===== src/sv/rcef_pkg.sv =====
package rcef_pkg;

	typedef logic [7:0] chan_t;

	// effect codes held in the mode register
	typedef enum logic [3:0] {
		MODE_PASS       = 4'd0,
		MODE_BLUE       = 4'd1,
		MODE_GREEN      = 4'd2,
		MODE_RED        = 4'd3,
		MODE_GRAY       = 4'd4,
		MODE_SEPIA      = 4'd5,
		MODE_NEGATIVE   = 4'd6,
		MODE_CYAN_WHITE = 4'd7,
		MODE_CYAN_BLACK = 4'd8,
		MODE_CYAN_RED   = 4'd9
	} mode_t;

	localparam int unsigned CHAN_MAX     = 255;
	localparam int unsigned SHADOW_LIMIT = 150;

	// sepia matrix, unsigned q0.16, row per output channel, column per input channel
	localparam int unsigned SEPIA_FRAC = 16;
	localparam logic [15:0] SEPIA_K [3][3] = '{
		'{16'd25756, 16'd50397, 16'd12386},
		'{16'd22872, 16'd44958, 16'd11010},
		'{16'd17826, 16'd34996, 16'd8585}
	};

	// divide by three for values up to 765: (x * 43691) >> 17 is exact
	localparam logic [15:0] RECIP3       = 16'd43691;
	localparam int unsigned RECIP3_SHIFT = 17;

endpackage


===== src/sv/rcef_if.sv =====
// input pixel channel
interface rcef_in_if;
	logic       valid;
	logic       ready;
	logic [7:0] in_red;
	logic [7:0] in_green;
	logic [7:0] in_blue;

	modport source (output valid, output in_red, output in_green, output in_blue, input ready);
	modport sink (input valid, input in_red, input in_green, input in_blue, output ready);
endinterface

// filtered pixel channel
interface rcef_out_if;
	logic       valid;
	logic       ready;
	logic [7:0] out_red;
	logic [7:0] out_green;
	logic [7:0] out_blue;

	modport source (output valid, output out_red, output out_green, output out_blue, input ready);
	modport sink (input valid, input out_red, input out_green, input out_blue, output ready);
endinterface


===== src/sv/rgb_color_effect_filter_top.sv =====
// rgb colour effect filter
// pix carries one 8-bit rgb pixel per beat (valid/ready), fx returns the
// filtered pixel, one beat out for every beat in, in the same order.
// filter_mode_we/filter_mode_data load the 4-bit effect code; write it only
// while no pixel is in flight. codes 10..15 behave as pass-through.
// a beat accepted on pix is held in the stage 1, stage 2 and stage 3
// registers in turn and is offered on fx from the stage 3 register:
//   stage 1: sepia products and channel sum
//   stage 2: sepia sums with clamp, average and inverted average (x/3 by
//            reciprocal multiply)
//   stage 3: effect select, held in the output register
// throughput: one pixel per cycle for as long as fx takes beats.
// each stage has its own valid bit and moves on when the stage after it is
// empty or moving, so bubbles close up; while fx stalls, the three stages
// fill and pix.ready then drops, and nothing is lost or repeated.
// reset (arst_n low) empties the pipeline and sets the mode to pass-through.
module rgb_color_effect_filter_top
	import rcef_pkg::*;
(
	input  logic       clk,
	input  logic       arst_n,
	input  logic       filter_mode_we,
	input  logic [3:0] filter_mode_data,
	rcef_in_if.sink    pix,
	rcef_out_if.source fx
);

	logic [3:0] filter_mode_q;

	logic        v_s1;
	logic [3:0]  mode_s1;
	chan_t       rgb_s1 [3];
	logic [9:0]  sum_s1;
	logic [23:0] prod_s1 [3][3];

	logic       v_s2;
	logic [3:0] mode_s2;
	chan_t      rgb_s2 [3];
	chan_t      avg_s2;
	chan_t      inv_s2;
	chan_t      sep_s2 [3];

	logic  v_s3;
	chan_t res_s3 [3];

	logic  adv1, adv2, adv3;
	chan_t pix_rgb [3];
	logic [24:0] sep_sum [3];
	logic [8:0]  sep_int [3];
	logic [25:0] avg_prod, inv_prod;
	logic [9:0]  inv_sum;
	chan_t sel [3];

	// stage hand-over: a stage loads when it is empty or its content moves on
	assign adv3      = !v_s3 || fx.ready;
	assign adv2      = !v_s2 || adv3;
	assign adv1      = !v_s1 || adv2;
	assign pix.ready = adv1;

	assign pix_rgb[0] = pix.in_red;
	assign pix_rgb[1] = pix.in_green;
	assign pix_rgb[2] = pix.in_blue;

	// mode register
	always_ff @(posedge clk or negedge arst_n) begin
		if (!arst_n) begin
			filter_mode_q <= MODE_PASS;
		end else if (filter_mode_we) begin
			filter_mode_q <= filter_mode_data;
		end
	end

	// valid bits
	always_ff @(posedge clk or negedge arst_n) begin
		if (!arst_n) begin
			v_s1 <= 1'b0;
			v_s2 <= 1'b0;
			v_s3 <= 1'b0;
		end else begin
			if (adv1) v_s1 <= pix.valid;
			if (adv2) v_s2 <= v_s1;
			if (adv3) v_s3 <= v_s2;
		end
	end

	// stage 1: products and channel sum
	always_ff @(posedge clk) begin
		if (adv1) begin
			mode_s1 <= filter_mode_q;
			sum_s1  <= 10'(pix.in_red) + 10'(pix.in_green) + 10'(pix.in_blue);
			for (int i = 0; i < 3; i++) begin
				rgb_s1[i] <= pix_rgb[i];
				for (int j = 0; j < 3; j++) begin
					prod_s1[i][j] <= 24'(pix_rgb[j]) * 24'(SEPIA_K[i][j]);
				end
			end
		end
	end

	// stage 2 logic: sepia sums with clamp, average and inverted average
	always_comb begin
		for (int i = 0; i < 3; i++) begin
			sep_sum[i] = 25'(prod_s1[i][0]) + 25'(prod_s1[i][1]) + 25'(prod_s1[i][2]);
			sep_int[i] = sep_sum[i][SEPIA_FRAC +: 9];
		end
		inv_sum  = 10'(3 * CHAN_MAX) - sum_s1;
		avg_prod = 26'(sum_s1) * 26'(RECIP3);
		inv_prod = 26'(inv_sum) * 26'(RECIP3);
	end

	always_ff @(posedge clk) begin
		if (adv2) begin
			mode_s2 <= mode_s1;
			rgb_s2  <= rgb_s1;
			avg_s2  <= avg_prod[RECIP3_SHIFT +: 8];
			inv_s2  <= inv_prod[RECIP3_SHIFT +: 8];
			for (int i = 0; i < 3; i++) begin
				sep_s2[i] <= (sep_int[i] > 9'(CHAN_MAX)) ? 8'(CHAN_MAX) : sep_int[i][7:0];
			end
		end
	end

	// stage 3 logic: effect select
	always_comb begin
		sel = rgb_s2;
		unique case (mode_t'(mode_s2))
			MODE_BLUE: begin
				sel[0] = '0;
				sel[1] = '0;
			end
			MODE_GREEN: begin
				sel[0] = '0;
				sel[2] = '0;
			end
			MODE_RED: begin
				sel[1] = '0;
				sel[2] = '0;
			end
			MODE_GRAY: begin
				sel = '{avg_s2, avg_s2, avg_s2};
			end
			MODE_SEPIA: begin
				sel = sep_s2;
			end
			MODE_NEGATIVE: begin
				for (int i = 0; i < 3; i++) sel[i] = ~rgb_s2[i];
			end
			MODE_CYAN_WHITE: begin
				// bright pixels (inverted average up to SHADOW_LIMIT) turn to light grey
				if (inv_s2 <= 8'(SHADOW_LIMIT)) begin
					sel = '{~inv_s2, ~inv_s2, ~inv_s2};
				end else begin
					sel = '{8'd0, inv_s2, inv_s2};
				end
			end
			MODE_CYAN_BLACK: begin
				sel = '{8'd0, inv_s2, inv_s2};
			end
			MODE_CYAN_RED: begin
				sel = '{avg_s2, inv_s2, inv_s2};
			end
			default: begin
				sel = rgb_s2;
			end
		endcase
	end

	// stage 3: output register
	always_ff @(posedge clk) begin
		if (adv3) begin
			res_s3 <= sel;
		end
	end

	assign fx.valid     = v_s3;
	assign fx.out_red   = res_s3[0];
	assign fx.out_green = res_s3[1];
	assign fx.out_blue  = res_s3[2];

endmodule


===== src/flat_wrapper.sv =====
// flat-port wrapper written by rule: the top's interface ports become plain ports
module rgb_color_effect_filter_top_flat import rcef_pkg::*;
  (clk, arst_n, filter_mode_we, filter_mode_data, pix_valid, pix_in_red, pix_in_green, pix_in_blue, pix_ready, fx_valid, fx_out_red, fx_out_green, fx_out_blue, fx_ready);
  rcef_in_if pix_i ();
  rcef_out_if fx_i ();
  input  logic clk;
  input  logic arst_n;
  input  logic filter_mode_we;
  input  logic [3:0] filter_mode_data;
  input wire logic [$bits(pix_i.valid)-1:0] pix_valid;
  input wire logic [$bits(pix_i.in_red)-1:0] pix_in_red;
  input wire logic [$bits(pix_i.in_green)-1:0] pix_in_green;
  input wire logic [$bits(pix_i.in_blue)-1:0] pix_in_blue;
  output wire logic [$bits(pix_i.ready)-1:0] pix_ready;
  output wire logic [$bits(fx_i.valid)-1:0] fx_valid;
  output wire logic [$bits(fx_i.out_red)-1:0] fx_out_red;
  output wire logic [$bits(fx_i.out_green)-1:0] fx_out_green;
  output wire logic [$bits(fx_i.out_blue)-1:0] fx_out_blue;
  input wire logic [$bits(fx_i.ready)-1:0] fx_ready;
  assign pix_i.valid = pix_valid;
  assign pix_i.in_red = pix_in_red;
  assign pix_i.in_green = pix_in_green;
  assign pix_i.in_blue = pix_in_blue;
  assign pix_ready = pix_i.ready;
  assign fx_valid = fx_i.valid;
  assign fx_out_red = fx_i.out_red;
  assign fx_out_green = fx_i.out_green;
  assign fx_out_blue = fx_i.out_blue;
  assign fx_i.ready = fx_ready;
  rgb_color_effect_filter_top u_core (.clk(clk), .arst_n(arst_n), .filter_mode_we(filter_mode_we), .filter_mode_data(filter_mode_data), .pix(pix_i), .fx(fx_i));
endmodule

===== config.mk =====
export PLATFORM = sky130hd
export DESIGN_NAME = rgb_color_effect_filter_top_flat
export DESIGN_NICKNAME = d
export VERILOG_FILES = /design/src/sv/rcef_pkg.sv /design/src/sv/rcef_if.sv /design/src/sv/rgb_color_effect_filter_top.sv /design/src/flat_wrapper.sv
export SDC_FILE = /design/constraint.sdc
export NUM_CORES = 1
export LEC_CHECK = 0
export ABC_AREA = 1
export BUFFER_PORTS_ARGS = -buffer_cell sky130_fd_sc_hd__buf_4
export CAP_MARGIN = 20
export CORE_MARGIN = 3
export CORE_UTILIZATION = 55
export CTS_BUF_LIST = sky130_fd_sc_hd__clkbuf_4 sky130_fd_sc_hd__clkbuf_8
export CTS_CLUSTER_DIAMETER = 150
export DETAILED_ROUTE_END_ITERATION = 16
export GPL_TIMING_DRIVEN = 1
export PLACE_DENSITY = 0.84
export SLEW_MARGIN = 30
export SYNTH_ARGS = -nofsm -noshare
export SYNTH_HDL_FRONTEND = slang
export SYNTH_SLANG_ARGS = --single-unit

===== constraint.sdc =====
create_clock -name clk -period 7.9 [get_ports clk]
set_clock_uncertainty 0.15 [all_clocks]
set_input_delay 1.185 -clock clk [delete_from_list [all_inputs] [get_ports clk]]
set_output_delay 1.185 -clock clk [all_outputs]
set_load 0.05 [all_outputs]

## Word level (Yosys, flattened, before mapping)

Memory sizes are Yosys's and may differ from the RTL's.
Cells that the tools add are included.
W data, S select, Z words.

| word-level totals | value |
|---|---|
| bits in registers | 137 |
| bits in writable memories | 204 |
| input bits | 33 |
| output and inout port bits | 26 |
| word-level logic and storage cells | 76 |
| memories | 1 |

| operators by class | value |
|---|---|
| add/subtract/negate cells | 9 |
| $mul | 11 |
| magnitude comparators | 4 |
| equality and inequality tests | 9 |
| multiplexer cells | 6 |
| bitwise gates (word level) | 4 |
| reduce and logical (&&, ||, !) cells | 11 |

Memories:

| name | words | width | read ports | clocked after memory_dff | write ports | line | source |
|---|---|---|---|---|---|---|---|
| u_core.prod_s1 | 3 | 68 | 3 | 0 | 3 | rgb_color_effect_filter_top.sv:34 | `logic [23:0] prod_s1 [3][3];` |

Operators with widths:

| kind | number |
|---|---|
| $pmux W8 S6 | 2 |
| $add A24 B24 Y25 | 3 |
| $add A25 B24 Y25 | 3 |
| $mul A8 B14 Y22 const B | 3 |
| $mul A8 B13 Y21 const B | 3 |
| $mul A10 B16 Y25 const B | 2 |
| $pmux W8 S5 | 1 |
| $not A8 Y8 | 4 |
| $gt A9 B8 Y1 const B | 3 |
| $mul A8 B16 Y24 const B | 1 |
| $mux W24 | 1 |
| $mul A8 B15 Y23 const B | 1 |
| $mul A8 B12 Y20 const B | 1 |
| $eq A4 B3 Y1 const B | 4 |
| $add A10 B8 Y10 | 1 |
| $sub A10 B10 Y10 const A | 1 |
| $add A8 B8 Y9 | 1 |
| $eq A4 B2 Y1 const B | 2 |
| $eq A4 B4 Y1 const B | 2 |
| $le A8 B8 Y1 const B | 1 |
| $reduce_or A2 Y1 | 4 |
| $eq A4 B1 Y1 const B | 1 |
| $logic_not A1 Y1 | 3 |
| $logic_or A1 B1 Y1 | 3 |
| other kinds (2) | 3 |

## Logic depth before layout (Yosys ltp)

| depth | value |
|---|---|
| depth after elaboration | 6 |
| gate-level depth with buffers | 27 |
| mapped depth without buffers | 27 |

## Worst setup path after synthesis

OpenSTA, ideal clock, no wires.

| timing | value |
|---|---|
| path kind | input-to-output |
| start point | in fx_ready |
| end point | out pix_ready |
| data arrival time | 6567 ps |
| required time | 6565 ps |
| slack | -2 ps |
| stages on the path | 4 |
| path buffers | 0 |
| cell sequence | inv_1 > nand2_1 > nor2_1 > nand2_1 |

| between the ends | value |
|---|---|
| longest elaborated chain between the ends | 3 |

RTL lines:

| item | line | source |
|---|---|---|
| start, declared | flat_wrapper.sv:19 | `input wire logic [$bits(fx_i.ready)-1:0] fx_ready;` |
| $logic_or A1 B1 Y1 | rgb_color_effect_filter_top.sv:55 | `assign adv3 = !v_s3 \|\| fx.ready;` |
| via u_core.adv3 | rgb_color_effect_filter_top.sv:46 | `logic adv1, adv2, adv3;` |
| $logic_or A1 B1 Y1 | rgb_color_effect_filter_top.sv:56 | `assign adv2 = !v_s2 \|\| adv3;` |
| $logic_or A1 B1 Y1 | rgb_color_effect_filter_top.sv:57 | `assign adv1 = !v_s1 \|\| adv2;` |
| end, declared | flat_wrapper.sv:14 | `output wire logic [$bits(pix_i.ready)-1:0] pix_ready;` |

The timed path passes the listed nets, and every way through them passes these cells.

## Final worst setup path

| timing | value |
|---|---|
| start point | reg u_core.sum_s1[2] |
| end point | reg u_core.inv_s2[3], data pin |

| between the ends | value |
|---|---|
| longest elaborated chain between the ends | 2 |

RTL lines:

| item | line | source |
|---|---|---|
| start, declared | rgb_color_effect_filter_top.sv:33 | `logic [9:0] sum_s1;` |
| start signal, assigned | rgb_color_effect_filter_top.sv:90 | `sum_s1 <= 10'(pix.in_red) + 10'(pix.in_green) + 10'(pix.in_blue);` |
| $sub A10 B10 Y10 | rgb_color_effect_filter_top.sv:106 | `inv_sum = 10'(3 * CHAN_MAX) - sum_s1;` |
| $mul A10 B16 Y25 | rgb_color_effect_filter_top.sv:108 | `inv_prod = 26'(inv_sum) * 26'(RECIP3);` |
| via u_core.inv_prod[20] | rgb_color_effect_filter_top.sv:50 | `logic [25:0] avg_prod, inv_prod;` |
| end signal, assigned | rgb_color_effect_filter_top.sv:116 | `inv_s2 <= inv_prod[RECIP3_SHIFT +: 8];` |
| end, declared | rgb_color_effect_filter_top.sv:40 | `chan_t inv_s2;` |

The timed path passes the listed nets, and every way through them passes these cells.
A chain may end at the register's enable or synchronous reset.

==> impl_metrics.tcl <==
set metrics [dict create \
    worstPathCellList "ha_1 > nand2_1 > nand3_1 > nor3_1 > xor2_1 > inv_1 > ha_1 > inv_1 > fa_1 > fa_1 > inv_1 > fa_1 > inv_1 > fa_1 > inv_1 > ha_1 > a21oi_1 > o21ai_0 > o21bai_1 > nand2_1 > nand3_1 > nand2_1 > nand2_1" \
    wl_per_cell_microns 18.9 \
    cts_resized 0 \
    gr-total-overflow 0 \
    dp_slack_ns 2.09 \
    min_period_ns 5.85 \
    arrival_ns 6.11 \
    period_share_pct 74.0 \
    grt_pass1_wl_microns 150000 \
    viasPerCell 5.66 \
    cp.required_ns 8.16 \
    fin_cells 5033 \
    rsz0062_at_grt "no" \
    grt_use_met1_pct 38.5 \
    drc 0 \
    start_kind "flip-flop" \
    critPathMaxStageDelay_ns 0.53 \
    synth_area_sq_um 35000 \
    hp-class "input pin to async pin" \
    pin_count 59 \
    endpoint_kind "flip-flop" \
    ys.flop_type "edfxtp_1" \
    busiest_layer "met2" \
    syn_avg_cell_area_sq_um 8.67 \
    fin_area_sq_um 37700 \
    die_h_microns 258 \
    worstSkewPairLatency_ns 0.65 \
    synth_area_leaders "edfxtp_1 (26%), ha_1 (22%), fa_1 (15%)" \
    layout_setup_ws_ns 2.05 \
    fin_setup_tns_ns 0 \
    use_met2_pct 46.3 \
    ys_ff_latch 305 \
    dpl_cell_area_sq_um 36500 \
    fillers 5358 \
    ctsLongestPathBuffers 3 \
    fin_nets 5056 \
    slew_headroom_pct 37.2 \
    cp_slowest_cell "fa_1" \
    synth_top_area_share_pct 25.5 \
    synth.distinct_cells 45 \
    ctsHoldBuffers 0 \
    die_x_microns 258 \
    grt_max_degree 109 \
    first_global_vias 28267 \
    cpLargestDelayFamily "adder cells" \
    clock-sinks 305 \
    crit_fanout 7 \
    cts_buffers 53 \
    synth_warnings 0 \
    antenna_found_initial 4 \
    drive_gt1_share_pct 4.41 \
    syn_nets 4948 \
    dp.cells 4930 \
    drtIter0Drc 2924 \
    gp_congestion 1.03 \
    cts.root.buffer_cell "clkbuf_8" \
    clock.fmax_ghz 0.171 \
    async_flop_share_pct 2.30 \
    via_count 28465 \
    synthesis.instances 4041 \
    critical_path_buf_inv_count 5 \
    synth_edf_count 298 \
    seq_area_frac_synth_pct 26.0 \
    worstMarginPinSlew_ns 0.943 \
    ant_nets 0 \
    h-tree-depth 2 \
    track_usage_pct 28.6 \
    dieArea_sq_um 66800 \
    hold_viol_final 0 \
    cpMostUsedCell "inv_1" \
    dp_hpwl_microns 78900 \
    cts_setup_buffers 0 \
    setup_viol 0 \
    maxCapViolCount 0 \
    dr.pass1.iters 7 \
    worstSetupStartpoint "u_core.sum_s1[2]" \
    wirelength_microns 95000 \
    coreArea_sq_um 62400 \
    slew_viol_final 0 \
    clk_pin_slew_ns 0.08 \
    status "completed" \
    reg2reg_from "u_core.sum_s1[2]" \
    met3_usage_pct 5.12 \
    cts_tree "yes" \
    start_util_pct 56.1 \
    crit_type "flip-flop to flip-flop" \
    portBuffers 58 \
    syn_to_final_growth_pct 7.56 \
    rows 91 \
    yosysTopAreaCell "edfxtp_1" \
]
[worst reg2reg max path: stages, from the launching register on]
cell      delay [ns]
edfxtp_1        0.52
ha_1            0.27
nand2_1         0.09
nand3_1         0.10
nor3_1          0.21
xor2_1          0.37
inv_1           0.16
ha_1            0.31
inv_1           0.05
fa_1            0.49
fa_1            0.53
inv_1           0.06
fa_1            0.50
inv_1           0.05
fa_1            0.49
inv_1           0.04
ha_1            0.32
a21oi_1         0.27
o21ai_0         0.16
o21bai_1        0.18
nand2_1         0.08
nand3_1         0.07
nand2_1         0.06
nand2_1         0.04
[state kept, by name, indices dropped and copies added, names as in the netlist]
| name | cells |
|---|---|
| u_core.v_s2 | 1 |
| u_core.filter_mode_q | 4 |
| u_core.sep_s2 | 24 |
| u_core.rgb_s1 | 24 |
| u_core.v_s1 | 1 |
| u_core.fx.valid | 1 |
| u_core.avg_s2 | 8 |
| u_core.prod_s1 | 168 |
| u_core.fx.out_green | 8 |
| u_core.rgb_s2 | 24 |
| u_core.sum_s1 | 10 |
| u_core.fx.out_blue | 8 |
| u_core.mode_s2 | 4 |
| u_core.fx.out_red | 8 |
| u_core.inv_s2 | 8 |
| u_core.mode_s1 | 4 |
[cells in the final DEF (no fill, tap or decap), types with 107 or more instances in the layout]
master / synthesis / routed
a21oi_1: 267 / 267
inv_1: 712 / 711
nand3_1: 266 / 266
fa_1: 268 / 268
nor2_1: 265 / 265
edfxtp_1: 298 / 298
nand2_1: 814 / 812
xor2_1: 107 / 107
ha_1: 606 / 606
o21ai_0: 152 / 152
[final cells by class]
type                       count  area, sq um  share of cell area, %
timing repair buffer          62          469                   1.25
sequential                   305         9120                   24.2
antenna                        4         10.0                 0.0266
clock inverter                25          245                  0.651
tap                          837         1050                   2.78
inverter                     717         2690                   7.14
multi-input combinational   3010        23200                   61.6
clock buffer                  73          898                   2.38
[synth_stat cells, types with 2 or more instances]
cell type  instances
or2_2              4
o21ai_1            9
nand3b_1           9
inv_2              5
a21boi_0           6
ha_1             606
nand2_1          814
o21bai_1          20
fa_1             268
nor2_1           265
xnor2_1           26
and2_1             3
o21ai_2            4
nand3_1          266
o21ai_0          152
buf_2              4
clkbuf_1           3
nor3_1            43
xor2_1           107
dfrtp_1            7
o21a_1             5
a21o_1            15
o22ai_1            9
nand4_1           76
nor2_4             3
edfxtp_1         298
mux2_2             4
nor2_2             4
o211ai_1           6
o31ai_1            4
a21oi_1          267
a31oi_1            3
nand2b_1           2
inv_1            712
nor4_1             2
[final timing paths]
check	to	slack, ns	depth (start not counted)
min in group clk	u_core.rgb_s2[7]	0.28	0
worst min register to register	u_core.rgb_s2[7]	0.28	0
worst min-delay path	u_core.filter_mode_q[0]	0.18	1
max in group asynchronous	u_core.v_s1	7.29	1
worst max register to register	u_core.inv_s2[3]	2.05	23
worst max-delay path	u_core.inv_s2[3]	2.05	23
[per-layer routing]
metal	vias up	part of all wire (%)
met5	-	0.014
li1	13678	-
met1	13272	41
met2	1254	45
met4	2	4.1
met3	259	9.5
[per-stage QoR]
step / util (%) / hold WS, ns
floorplan: - / 0.250
global placement: 58.5 / 0.252
detailed placement: 58.5 / 0.263
CTS: 60.3 / 0.134
global route: 60.4 / 0.157
finish: 60.4 / 0.181
[cell families after synthesis]
family | synth area share [%]
xor gates and xnor gates | 3.33
muxes | 0.129
AOI/OAI and AO/OA | 7.76
adders and majority gates | 37.0
DFF | 26.0
buffers and inverters | 7.81
and+or+nand+nor | 18.0
Power is left out: the tool's default activity adds up to more than one toggle a clock period on the data nets, which glitch-free logic cannot reach.
